**src/epcc_fifo.sv**
```systemverilog
`timescale 1ns / 1ps
// Small register-based queue with first-word fall-through output.
// No dependencies; depth must be a power of two.
module epcc_fifo #(
	parameter int WIDTH = 8,
	parameter int DEPTH = 4
) (
	input  logic                       clk,
	input  logic                       arst_n,
	input  logic                       push,
	input  logic [WIDTH-1:0]           wdata,
	input  logic                       pop,
	output logic [WIDTH-1:0]           rdata,
	output logic                       empty,
	output logic                       full,
	output logic [$clog2(DEPTH):0]     count
);

	localparam int AW = $clog2(DEPTH);

	logic [WIDTH-1:0] mem_q [DEPTH];
	logic [AW-1:0]    wr_ptr_q;
	logic [AW-1:0]    rd_ptr_q;
	logic [AW:0]      cnt_q;
	logic             do_push;
	logic             do_pop;

	assign empty   = (cnt_q == '0);
	assign full    = (cnt_q == (AW+1)'(DEPTH));
	assign count   = cnt_q;
	assign rdata   = mem_q[rd_ptr_q];
	assign do_push = push && !full;
	assign do_pop  = pop && !empty;

	always_ff @(posedge clk) begin
		if (do_push) begin
			mem_q[wr_ptr_q] <= wdata;
		end
	end

	always_ff @(posedge clk or negedge arst_n) begin
		if (!arst_n) begin
			wr_ptr_q <= '0;
			rd_ptr_q <= '0;
			cnt_q    <= '0;
		end else begin
			if (do_push) begin
				wr_ptr_q <= wr_ptr_q + 1'b1;
			end
			if (do_pop) begin
				rd_ptr_q <= rd_ptr_q + 1'b1;
			end
			if (do_push && !do_pop) begin
				cnt_q <= cnt_q + 1'b1;
			end else if (do_pop && !do_push) begin
				cnt_q <= cnt_q - 1'b1;
			end
		end
	end

endmodule

```
**config.mk**
```make
export PLATFORM = sky130hd
export DESIGN_NAME = epcc_fifo
export DESIGN_NICKNAME = d
export VERILOG_FILES = /design/src/epcc_fifo.sv
export SDC_FILE = /design/constraint.sdc
export NUM_CORES = 1
export LEC_CHECK = 0
export ABC_CLOCK_PERIOD_IN_PS = 2300
export CAP_MARGIN = 20
export CORE_MARGIN = 3
export CORE_UTILIZATION = 28
export DETAILED_ROUTE_END_ITERATION = 6
export DONT_BUFFER_PORTS = 1
export HOLD_SLACK_MARGIN = 0.1
export SYNTH_ARGS = -nofsm -noshare
export SYNTH_HDL_FRONTEND = slang
export SYNTH_SLANG_ARGS = --single-unit
```
**constraint.sdc**
```tcl
create_clock -name clk -period 2.3 [get_ports clk]
set_input_delay 0 -clock clk [delete_from_list [all_inputs] [get_ports clk]]
set_output_delay 0 -clock clk [all_outputs]
set_load 0.03 [all_outputs]
```
Word-level counts from Yosys, hierarchy flattened
Memory sizes are Yosys's and may differ from the RTL's.
Index checks and enable logic that the tools add are counted.
{ "classes": {"reduce_logical": 10, "n_eq_ne": 1, "muxes": 4, "add_sub_neg": 4} }
{ "ops": {"columns": ["op", "n"], "rows": [
  ["$mux W3", 2],
  ["$add A2 B1 Y2 const B", 2],
  ["$logic_and A1 B1 Y1", 4],
  ["$logic_not A1 Y1", 4],
  ["$add A3 B1 Y3 const B", 1],
  ["$eq A3 B3 Y1 const B", 1],
  ["$logic_not A3 Y1", 1],
  ["$sub A3 B1 Y3 const B", 1],
  ["$mux W1", 2],
  ["$reduce_bool A2 Y1", 1]
]} }
{ "totals": {"inputBits": 12, "mem_count": 1, "elab_cells": 23, "ram_bits": 32, "ff_bits": 7, "out_inout_bits": 13} }
{ "memory_table": {"columns": ["memory", "words", "width", "read_ports", "rd_clocked_by_memory_dff", "wr", "line", "source"], "rows": [
  ["mem_q", 4, 8, 1, 0, 1, "21", "logic [WIDTH-1:0] mem_q [DEPTH];"]
]} }

Depth between registers and ports, before layout
{ "logic_depth": {"word_depth": 7, "mapped_depth": 9, "depth_no_buf": 8} }

Least setup slack after synthesis
Ideal clock, no wire load.
{ "synth_path": {"path_kind": "flip-flop to flip-flop", "startpoint": "register cnt_q[0] (netlist: count[0])", "endpoint": "register cnt_q[2] (netlist: count[2])", "t_arrival_ns": 2.582, "setup_time_ns": 0.080, "path_slack_ns": -0.363, "n_path_buf": 0, "synth_period_minus_slack_ns": 2.663, "required_ns": 2.220, "stages_incl_launch_ff": 9, "path_cell_list": "dfrtp_1 nor3_1 nand2b_1 ha_1 inv_1 fa_1 xor2_1 nor2_1 xor2_1"} }
{ "synth_via": {"elab_chain_cells": 6, "elab_cells_between_ends": 15, "cone_classes": "2 x add/sub; 1 x eq/ne; 2 x mux; 10 x reduce/logical"} }
{ "synth_rtl": {"columns": ["item", "line", "source"], "rows": [
  ["start: declaration", "24", "logic [AW:0] cnt_q;"],
  ["start signal: assignment", "54", "cnt_q <= cnt_q + 1'b1;"],
  ["start signal: assignment", "56", "cnt_q <= cnt_q - 1'b1;"],
  ["$logic_not A3 Y1 *", "28", "assign empty = (cnt_q == '0);"],
  ["via empty", "14", "output logic empty,"],
  ["$logic_not A1 Y1 *", "33", "assign do_pop = pop && !empty;"],
  ["$logic_and A1 B1 Y1 *", "33", null],
  ["$logic_not A1 Y1", "53", "if (do_push && !do_pop) begin"],
  ["$logic_and A1 B1 Y1", "53", null],
  ["$mux W3 or $reduce_bool A2 Y1 (tied branches)", null, null]
]} }
The timed path passes the listed nets; every way through them passes the cells marked *. The select of a mux whose other input is x is not followed.
A chain may end at the register's enable or synchronous reset.

Final worst setup path
{ "layout_path": {"startpoint": "register cnt_q[2] (netlist: count[2])", "endpoint": "register cnt_q[2] (netlist: count[2])"} }
{ "layout_via": {"elab_chain_cells": 6, "elab_cells_between_ends": 15, "cone_classes": "2 x add/sub; 1 x eq/ne; 2 x mux; 10 x reduce/logical"} }
{ "layout_rtl": {"columns": ["item"], "rows": [
  ["branches (longest 6 deep; another with $sub A3 B1 Y3)"]
]} }
Several ways; the timed one is not identified. The select of a mux whose other input is x is not followed.

==> results.cfg <==
[placed_design]
dp_hpwl_um = 1770
port_buffers = 0
gp_congestion = 0.656
placed_cells = 149

[yosys]
synthMuxAreaShare = 0.130
synth.distinct_cells = 20
yosysSeqAreaShare = 0.715
syn_area_mm2 = 0.00159
synth_top_cells_by_count = 32 x edfxtp_1, 8 x mux4_2, 7 x dfrtp_1
synth.most_common_cell = edfxtp_1
yosysTopAreaCellShare = 0.605
synth_flop_cell = edfxtp_1
synth_fa_ha_area_frac = 0.0520
synth_edf_count = 32
synth_compound_area_frac = 0
yosys_warnings = 0
synth-xor-area-share = 0.0331
synth_top_cell_by_area = edfxtp_1
synth_area_leaders = edfxtp_1 60%, mux4_2 11%, dfrtp_1 11%
syn_inst = 77
synth.ff_latch_count = 39
async_reset_ff_frac = 0.179
syn_nets = 95
synth.avg_cell_area_um2 = 20.6
synth-simple-area-share = 0.0504
synth_top_family_by_area = multiplexers

[global_route]
grt_pass1_vias = 847
grt_max_degree = 14
grt_overflow = 0
antenna_found_initial = 0
track_usage = 0.0900
grt_pass1_wl_um = 4180

[clock_network]
cts_hold_buf = 12
cts_resized = 0
clkTransAtPathRegs_ns = 0.08
post_cts.repair.setup_buffers = 0
clk_latency_ns = 0.29
clockBufferDepth = 2
htree_levels = 2
clkSinkCount = 39
clockRootBuffer = clkbuf_8
numCtsBuffers = 5
cts_tree = built

[power]
p_leak_uw = 0.000666
p_int_uw = 1550
seqPwrFrac = 0.464
peakVddDrop_mv = 0.569
comb_power_share = 0.356
p_sw_uw = 942
p_sw_frac = 0.379
p_clk_frac = 0.180
power.density_mw_per_mm2 = 1300

[setup_path]
rr_worst_depth = 8
crit_type = register to register
worstSetupStartpointType = register
cp_slowest_cell = dfrtp_1
worstPathRequired_ns = 2.52
cp-end-kind = register
cp_max_fo = 4
r2r_start = count[2]
critPathMaxStageDelay_ns = 0.54
cpMostUsedCell = xor2_1
startpoint = count[2]
critPathArrivalTime_ns = 2.27
worstPathCellList = nor3b_4 -> nor2b_2 -> ha_1 -> inv_1 -> fa_1 -> xor2_1 -> nor2_1 -> xor2_1
critPathCapture = count[2]
reg2reg_setup_slack_ns = 0.24
regToRegEndpoint = count[2]

[sta]
finalHoldViolCount = 0
rsz0062_at_grt = false
drv_slew = 0
fin_tns_setup_ns = 0
worst_pin_slew_ns = 0.580
max_slew_margin = 0.614
fmax_ghz = 0.486
fin_worst_skew_ns = 0.00449
finalCritPeriodShare = 0.895
min_period_ns = 2.06
setup_violations = 0

[final_layout]
finalCoreUtilization = 0.361
instances_no_fill = 169
nets = 116
antenna_cells = 0
multi_input_area_um2 = 433
fillers = 494
final_layout_size_suffix_gt1_frac = 0.303
syn_to_final_growth_pct = 20.5
final-seq-area_mm2 = 0.00114

[route]
viasPerCell = 4.35
first_pass_iters = 4
num_vias = 735
routed_wl_um = 2580
drt_iter0_markers = 33
drtAntennaViolNets = 0
wl_per_cell_um = 15.2
drc = 0

[die]
pin_count = 25
die_y_um = 81.3
coreArea_mm2 = 0.00530
rows = 26
die_w_um = 81.3
die_area_mm2 = 0.00662
initial_core_util = 0.300

[job]
drv_cap = 0

[hold_path]
holdCritPathClass = primary input to register

[outcome]
status = completed
registers in the layout (all words and copies together), names as in the netlist:
register and flops:
mem_q 32, rd_ptr_q 2, count 3, wr_ptr_q 2
layer usage:
| layer | share of wire | vias to the layer above | GRT usage |
|---|---|---|---|
| met2 | 0.52 | 25 | 0.152 |
| met3 | 0.065 | 7 | 0.0299 |
| li1 | - | 331 | - |
| met5 | 0 | - | 0 |
| met4 | 0.021 | 0 | 0.0507 |
| met1 | 0.39 | 372 | 0.0983 |
how the worst min path moves through the flow:
stage / start / to / slack, ns / cells after the start
floorplan: arst_n / count[0] / -0.30 / 0
global placement: arst_n / count[0] / -0.30 / 0
detailed placement: arst_n / count[2] / -0.30 / 0
CTS: wdata[0] / mem_q[3][0] / 0.42 / 1
global route: wdata[2] / mem_q[2][2] / 0.43 / 1
finish: wdata[0] / mem_q[3][0] / 0.42 / 1
stage by stage:
stage,total power (uW),hold slack [ns],instance area (um^2),setup slack (ns)
after floorplan,1880,-0.296,1600,0.0113
after global placement,2020,-0.295,1710,0.318
after detailed placement,2070,-0.295,1710,0.253
after CTS,2550,0.418,1910,0.221
after global routing,2650,0.427,1910,0.0561
final,2490,0.421,1910,0.241
kinds of logic (layout without fill, tap and decap cells):
kind of cell / after synthesis / count (layout)
DFF: 39 / 39
muxes: 10 / 10
and+or+nand+nor: 10 / 10
adders and majority gates: 6 / 6
xor gates and xnor gates: 6 / 6
buffers and inverters: 6 / 28
cell type report:
type,count,area share
clock buffers,5,0.0359
clock inverters,3,0.0105
inverters,3,0.00588
multi-input cells,32,0.226
flip-flops and latches,39,0.593
well taps,70,0.0458
repair buffers,17,0.0824
cells in the final DEF, fill, tap and decap left out, drive strengths merged, types with 2 or more instances in the layout:
cell type     n
and2          4
buf           5
clkbuf        5
clkinvlp      2
dfrtp         7
dlygate4sd3  12
edfxtp       32
ha            5
inv           3
mux2          2
mux4          8
xnor2         4
xor2          2
power groups by stage:
stage / sequential [uW] / clock (uW) / combinational [uW]
floorplan: 1110 / 0 / 762
global placement: 1170 / 0 / 858
detailed placement: 1180 / 0 / 883
CTS: 1170 / 473 / 910
global route: 1200 / 500 / 953
finish: 1160 / 448 / 885
worst max-delay path, delay by kind of cell, from the launching register on:
family,cells,cell delay [ns]
adder cells (fa/ha/maj),2,0.57
flip-flops,1,0.54
AND/OR/NAND/NOR,3,0.50
XOR/XNOR,2,0.30
buffers and inverters,1,0.06
Note: power is estimated with default switching activity, not from simulation.
