File: config.mk
export PLATFORM = sky130hd
export DESIGN_NAME = epcc_parser
export DESIGN_NICKNAME = d
export VERILOG_FILES = /design/src/epcc_pkg.sv /design/src/epcc_parser.sv
export SDC_FILE = /design/constraint.sdc
export NUM_CORES = 1
export LEC_CHECK = 0
export ABC_AREA = 0
export BUFFER_PORTS_ARGS = -buffer_cell sky130_fd_sc_hd__clkbuf_2
export CAP_MARGIN = 10
export CORE_MARGIN = 8
export CORE_UTILIZATION = 50
export DETAILED_ROUTE_END_ITERATION = 6
export MAX_ROUTING_LAYER = met4
export PLACE_DENSITY = 0.72
export SETUP_SLACK_MARGIN = 0.5
export SLEW_MARGIN = 20
export SYNTH_ARGS = -nofsm -noshare
export SYNTH_HDL_FRONTEND = slang
export SYNTH_SLANG_ARGS = --single-unit
File: constraint.sdc
create_clock -name clk -period 4.95 [get_ports clk]
set_clock_uncertainty 0.1 [all_clocks]
set_input_delay 0.7425 -clock clk [delete_from_list [all_inputs] [get_ports clk]]
set_output_delay 0.7425 -clock clk [all_outputs]
set_load 0.005 [all_outputs]
File: src/epcc_pkg.sv
`timescale 1ns / 1ps
// Shared types and constants for the Ethernet protocol classifier and counter.
// No dependencies; the parser, counter unit, top and test files use it by scoped names.
package epcc_pkg;

	localparam int NUM_COUNTERS = 256;
	localparam int IDX_W        = 8;

	// Request kinds carried from the parser to the counter unit.
	localparam logic [1:0] OP_COUNT = 2'd0;
	localparam logic [1:0] OP_READ  = 2'd1;
	localparam logic [1:0] OP_TRUNC = 2'd2;

	// Result kinds.
	localparam logic KIND_VERDICT = 1'b0;
	localparam logic KIND_READ    = 1'b1;

	// Verdict codes.
	localparam logic [1:0] ACT_PASS = 2'd0;
	localparam logic [1:0] ACT_DROP = 2'd1;
	localparam logic [1:0] ACT_TX   = 2'd2;

	localparam logic [4:0]  ETH_HDR_LEN    = 5'd14;
	localparam logic [4:0]  TAG_LEN        = 5'd4;
	localparam logic [15:0] TYPE_TAG_Q     = 16'h8100;
	localparam logic [15:0] TYPE_TAG_AD    = 16'h88A8;
	localparam logic [15:0] TYPE_IPV4      = 16'h0800;
	localparam logic [15:0] TYPE_IPV6      = 16'h86DD;
	localparam logic [7:0]  IPV4_HDR_LEN   = 8'd20;
	localparam logic [7:0]  IPV6_HDR_LEN   = 8'd40;
	localparam logic [7:0]  IPV4_PROTO_OFS = 8'd9;
	localparam logic [7:0]  IPV6_NH_OFS    = 8'd6;
	localparam logic [7:0]  PROTO_UDP      = 8'd17;
	localparam logic [6:0]  POS_MAX        = 7'd127;

	typedef struct packed {
		logic [1:0]       kind;
		logic [IDX_W-1:0] idx;
	} op_t;

endpackage

File: src/epcc_parser.sv
`timescale 1ns / 1ps
// Front end: walks the frame one byte per accepted cycle, skips VLAN tags, captures
// the IP protocol byte and emits one request per frame end or counter read. Uses epcc_pkg.
module epcc_parser (
	input  logic                clk,
	input  logic                arst_n,
	input  logic                accept,
	input  logic                mode,
	input  logic [7:0]          data_byte,
	input  logic                last_byte,
	input  logic [7:0]          counter_index,
	output logic                op_push,
	output epcc_pkg::op_t       op
);

	logic [6:0]  pos_q;
	logic [15:0] type_q;
	logic [1:0]  tags_q;
	logic [4:0]  hstart_q;
	logic [7:0]  proto_q;

	logic [15:0] type_n;
	logic [1:0]  tags_n;
	logic [4:0]  hs_n;
	logic [7:0]  proto_n;
	logic [7:0]  pos8;
	logic [7:0]  hs8;
	logic [7:0]  hsn8;
	logic [7:0]  len8;
	logic [7:0]  idx;

	always_comb begin
		pos8    = {1'b0, pos_q};
		hs8     = {3'b0, hstart_q};
		type_n  = type_q;
		tags_n  = tags_q;
		hs_n    = hstart_q;
		proto_n = proto_q;
		if (pos8 + 8'd2 == hs8 || pos8 + 8'd1 == hs8) begin
			type_n = {type_q[7:0], data_byte};
		end
		// A tag moves the network header four bytes further out.
		if (pos8 + 8'd1 == hs8 && tags_q < 2'd2 &&
		    (type_n == epcc_pkg::TYPE_TAG_Q || type_n == epcc_pkg::TYPE_TAG_AD)) begin
			hs_n   = hstart_q + epcc_pkg::TAG_LEN;
			tags_n = tags_q + 2'd1;
		end
		hsn8 = {3'b0, hs_n};
		if (pos8 >= hsn8) begin
			if (type_n == epcc_pkg::TYPE_IPV4 && pos8 == hsn8 + epcc_pkg::IPV4_PROTO_OFS) begin
				proto_n = data_byte;
			end
			if (type_n == epcc_pkg::TYPE_IPV6 && pos8 == hsn8 + epcc_pkg::IPV6_NH_OFS) begin
				proto_n = data_byte;
			end
		end
		len8 = pos8 + 8'd1;
		idx  = 8'd0;
		if (type_n == epcc_pkg::TYPE_IPV4 && len8 >= hsn8 + epcc_pkg::IPV4_HDR_LEN) begin
			idx = proto_n;
		end else if (type_n == epcc_pkg::TYPE_IPV6 &&
		             len8 >= hsn8 + epcc_pkg::IPV6_HDR_LEN) begin
			idx = proto_n;
		end

		op_push = accept && (mode || last_byte);
		if (mode) begin
			op.kind = epcc_pkg::OP_READ;
			op.idx  = counter_index;
		end else if (len8 < hsn8) begin
			op.kind = epcc_pkg::OP_TRUNC;
			op.idx  = 8'd0;
		end else begin
			op.kind = epcc_pkg::OP_COUNT;
			op.idx  = idx;
		end
	end

	always_ff @(posedge clk or negedge arst_n) begin
		if (!arst_n) begin
			pos_q    <= '0;
			type_q   <= '0;
			tags_q   <= '0;
			hstart_q <= epcc_pkg::ETH_HDR_LEN;
			proto_q  <= '0;
		end else if (accept && !mode) begin
			if (last_byte) begin
				pos_q    <= '0;
				type_q   <= '0;
				tags_q   <= '0;
				hstart_q <= epcc_pkg::ETH_HDR_LEN;
				proto_q  <= '0;
			end else begin
				if (pos_q != epcc_pkg::POS_MAX) begin
					pos_q <= pos_q + 7'd1;
				end
				type_q   <= type_n;
				tags_q   <= tags_n;
				hstart_q <= hs_n;
				proto_q  <= proto_n;
			end
		end
	end

	// The header offset only ever takes the untagged, one-tag or two-tag value.
	a_hstart_legal: assert property (@(posedge clk) disable iff (!arst_n)
		hstart_q == 5'd14 || hstart_q == 5'd18 || hstart_q == 5'd22)
		else $error("header offset out of range");

	a_tags_match_offset: assert property (@(posedge clk) disable iff (!arst_n)
		(tags_q == 2'd0) == (hstart_q == epcc_pkg::ETH_HDR_LEN))
		else $error("tag count and header offset disagree");

endmodule

# == Yosys cells after proc, flatten, opt, wreduce, memory -nomap -nowiden ==
# Index checks and enable logic that the tools add are counted.
# classes
add_sub_neg,9
order_cmp,5
eq_ne,9
mux,16
n_reduce_logical,16
# op_table
cell,count
$eq 16x16->1 const B,3
$mux 8,6
$mux 16,2
$mux 10,2
$eq 16x12->1 const B,1
$eq 8x5->1,2
$eq 7x6->1,2
$mux 7,2
$mux 5,2
$add 7x1->8 const B,1
$add 7x2->8 const B,1
$ge 8x6->1,1
$ge 8x7->1,1
$logic_and 1x1->1,8
$lt 8x5->1,1
$add 5x6->7 const B,1
$add 7x1->7 const B,1
$ge 7x5->1,1
$ne 7x7->1 const B,1
$add 5x3->6 const B,1
$add 5x4->6 const B,1
$add 5x5->6 const B,1
$add 5x3->5 const B,1
$mux 2,2
other kinds (6),10
# word_totals
ff_bits,38
inputBits,21
out_inout_bits,11
wordCells,60

# == Longest topological paths before layout ==
# logic_depth
ltp_word,18
ltp_mapped,19
mapped_depth_nobuf,17

# == Worst setup path after synthesis ==
# Ideal clock, no wire load.
# synth_timing
path_type,input to output
startpoint,in data_byte[3]
endpoint,out op[0] in the netlist's numbering
arrival_time_ns,4.128
slack_ns,-0.020
path_stages,15
n_path_buf,2
cell_sequence,nor3_1 > nand3b_1 > a2111oi_2 > and3_1 > clkbuf_1 > xor2_1 > inv_1 > ha_1 > xnor2_1 > or4_1 > a2111oi_2 > o2111ai_1 > buf_6 > mux2i_1 > o21ai_0
# synth_rtl
item,line,rtl
"start, declared",epcc_parser.sv:9,"input logic [7:0] data_byte,"
"end, declared",epcc_parser.sv:13,output epcc_pkg::op_t op

==> run_results.csv <==
group,metric,value,unit
outcome,status,"finished, violations left",
outcome,violations,"negative setup slack",
yosys,synth-seq-area-share,31.07,%
grt,first_global_vias,2759,
power,p_int,0.0005929,W
routing,vias_per_cell,6.118,
grt,track_usage,20.66,%
finish,final_util,68.46,%
setup_path,criticalPathCategory,"in -> out",
clock_tree,cts.clk_slew.worst_paths,0.08,ns
setup_path,cp.arrival,4.31,ns
run,maxCapViolCount,0,
clock_tree,ctsHtreeMaxLevel,2,
grt,antenna_found_initial,0,
min_path,hold_path_depth,1,
setup_path,r2r_end,"proto_q[5]",
yosys,ys_warn_count,0,
yosys,syn_inst,327,
yosys,syn_nets,371,
floorplan,start_util,51.13,%
setup_path,path_max_fanout,4,
power,p_per_area,218.4,nW/um^2
placed_design,gp_congestion,0.9074,
sta,finalCritPeriodShare,104.0,%
floorplan,fp.coreArea,5851,sq um
clock_tree,cts_tree,"built",
routing,detail_route.wl_per_cell,19.69,um
sta,tns,-1.210,ns
floorplan,num_io_pins,32,
setup_path,crit_path_start,"data_byte[7]",
finish,drive_gt1_share,38.19,%
floorplan,die_h,93.35,um
yosys,synth_top_area_cell,"dfrtp_1",
clock_tree,clkLatencyLatePin,0.31,ns
placed_design,pre_cts_slack,-0.02891,ns
grt,grt_max_degree,38,
sta,fin_hold_ws,0.4052,ns
finish,syn_to_final_growth,33.88,%
routing,vias,2894,
grt,overflow,0,
routing,wl,9.312,mm
placed_design,place_hpwl,5.933,mm
power,clkPwrFrac,31.8,%
yosys,synth_area_per_cell,9.149,sq um
power,leakage,1.772,nW
clock_tree,numCtsBuffers,5,
yosys,synthFlopType,"dfrtp_1",
yosys,synth_area_leaders,"dfrtp_1 (28%), ha_1 (9.6%), mux2i_1 (5.4%)",
clock_tree,hold_buffers,0,
sta,tightest_slew,1.032,ns
sta,max_freq,0.1943,GHz
setup_path,start_kind,"primary input",
sta,slew_headroom,30.75,%
power,p_switching,0.0002819,W
min_path,min_to,"type_q[14]",
placed_design,place_area,3405,sq um
yosys,synth_edf_count,0,
yosys,synth_seq_cells,37,
routing,drt_iter0_drc,215,
power,swShare,32.22,%
yosys,async_flop_share,100.0,%
routing,drtPass1Iterations,5,
routing,final_antenna_net_count,0,
power,peakVddDrop,0.1749,mV
clock_tree,cts.sinks,37,
yosys,yosysUniqueCellTypes,56,
setup_path,reg2reg_slack,0.36,ns
setup_path,worstSetupEndpointType,"output port",
floorplan,die_area,8714,sq um
floorplan,die_w,93.35,um
sta,hold_viol_final,0,
routing,drc,0,
sta,period_minus_slack,5.148,ns
yosys,synth_area,2992,sq um
sta,rsz0062_at_grt,"true",
clock_tree,clockRootBuffer,"clkbuf_8",
yosys,synth_top_area_share,28.44,%
sta,finalSetupViolCount,8,
finish,design_area,4005,sq um
setup_path,rr_worst_depth,19,
power,p_seq_share,36.7,%
sta,setup_slack,-0.1979,ns
power,p_comb_share,31.4,%
setup_path,r2r-start,"hstart_q[1]",
min_path,worstHoldStart,"type_q[14]",
finish,fin_nets,441,
clock_tree,cts_buffer_depth,2,
setup_path,required,4.11,ns
sta,final_max_slew_viol_count,0,
finish,antenna_cells,0,
placed_design,io_buffers,31,
floorplan,row_count,28,
grt,grt_pass1_wl,13.95,mm
min_path,hp-class,"reg -> reg",
[synth_stat cells (4+ instances only)]
cell	number
a21oi_1	13
a22o_1	17
clkbuf_1	13
dfrtp_1	34
ha_1	23
inv_1	31
mux2i_1	16
nand2_1	24
nand2b_1	8
nand3_1	8
nand4_1	5
nor2_1	13
nor2b_1	8
nor3_1	4
nor4_1	4
o21ai_0	22
o22ai_2	8
or3_1	4
xnor2_1	15
xor2_1	4
[power by group through the flow]
stage | Sequential, W | Combinational [W] | Clock [W]
floorplan | 0.000323 | 0.000137 | 0
global placement | 0.000325 | 0.000199 | 0
detailed placement | 0.000326 | 0.000202 | 0
CTS | 0.000321 | 0.000240 | 0.000277
global route | 0.000323 | 0.000301 | 0.000292
finish | 0.000321 | 0.000275 | 0.000278
[flip-flops by register name (all words and copies together), names as in the netlist]
register / flops
pos_q: 7
hstart_q: 4
type_q: 16
proto_q: 8
tags_q: 2
[cell type report]
type | instances | area [sq um]
Clock buffer | 5 | 68.82
Tap cell | 75 | 93.84
Sequential cell | 37 | 935.9
Inverter | 31 | 127.6
Timing Repair Buffer | 79 | 563.0
Multi-Input combinational cell | 243 | 2170
Clock inverter | 3 | 46.29
Fill cell | 410 | 1846
[critical path, stage by stage]
cell and delay (ns):
clkbuf_8 0.11, and3b_2 0.21, nand3_2 0.10, a2111oi_4 0.46, buf_4 0.18, and3_4 0.22, xor2_4 0.24, buf_6 0.15
ha_2 0.19, a21oi_2 0.05, xnor2_1 0.26, xnor2_1 0.20, a2111oi_4 0.36, o2111ai_2 0.20, buf_6 0.19, mux2i_1 0.11
o21ai_1 0.16, buf_2 0.14
[cells in the final DEF (no fill, tap or decap), types with 3 or more instances in the layout]
cell | synthesis | routed
clkbuf_8 | 0 | 7
o21ai_1 | 2 | 10
clkbuf_2 | 0 | 21
a22o_1 | 17 | 17
o22ai_2 | 8 | 8
nand2b_1 | 8 | 8
xor2_1 | 4 | 3
dfstp_2 | 3 | 3
xnor2_1 | 15 | 13
nand2_1 | 24 | 23
inv_1 | 31 | 27
buf_6 | 2 | 8
o21ai_0 | 22 | 14
nor2b_1 | 8 | 8
ha_4 | 0 | 7
ha_2 | 0 | 4
a21oi_1 | 13 | 12
nor2_1 | 13 | 11
nand4_1 | 5 | 5
ha_1 | 23 | 12
buf_2 | 0 | 8
buf_4 | 1 | 40
dfrtp_2 | 0 | 5
nand3b_1 | 3 | 3
nor4_1 | 4 | 4
nand3_1 | 8 | 7
mux2i_1 | 16 | 15
dfrtp_1 | 34 | 29
[metal layers]
layer	vias to the layer above	track usage [%]	wire length, um
met2	137	32.73	4537
met3	35	3.205	525
met1	1402	26.26	3938
met4	0	6.846	311
li1	1320	-	-
met5	-	-	0
[per-stage QoR]
step                      instances   power, W
after floorplan                 327  0.0004604
after global placement          439  0.0005248
after detailed placement        439  0.0005281
after CTS                       463  0.0008386
after global routing            473  0.0009150
final                           473  0.0008748
[logic make-up after synthesis]
family | Yosys count | share of synthesized area, %
multiplexers | 16 | 5.353
AND/OR/NAND/NOR | 96 | 17.48
buffers and inverters | 47 | 6.525
adder cells (fa/ha/maj) | 23 | 9.620
AO/OA/AOI/OAI | 87 | 22.67
XOR/XNOR | 21 | 7.277
flip-flops | 37 | 31.08
[how the worst max path moves through the flow]
stage	slack (ns)	to	cells after the start
floorplan	0.45	op[0]	15
global placement	0.06	op[5]	17
detailed placement	-0.03	op[7]	17
CTS	0.11	op[7]	17
global route	-0.34	op[1]	17
finish	-0.20	op[1]	18
[timing repair]
action / CTS / global route
gates resized for setup: 27 / 39
setup endpoints to repair: 17 / 17
buffers inserted: 15 / 10
gates cloned: 1 / 0
pin swaps: 10 / 17
(Power assumes the default switching activity.)
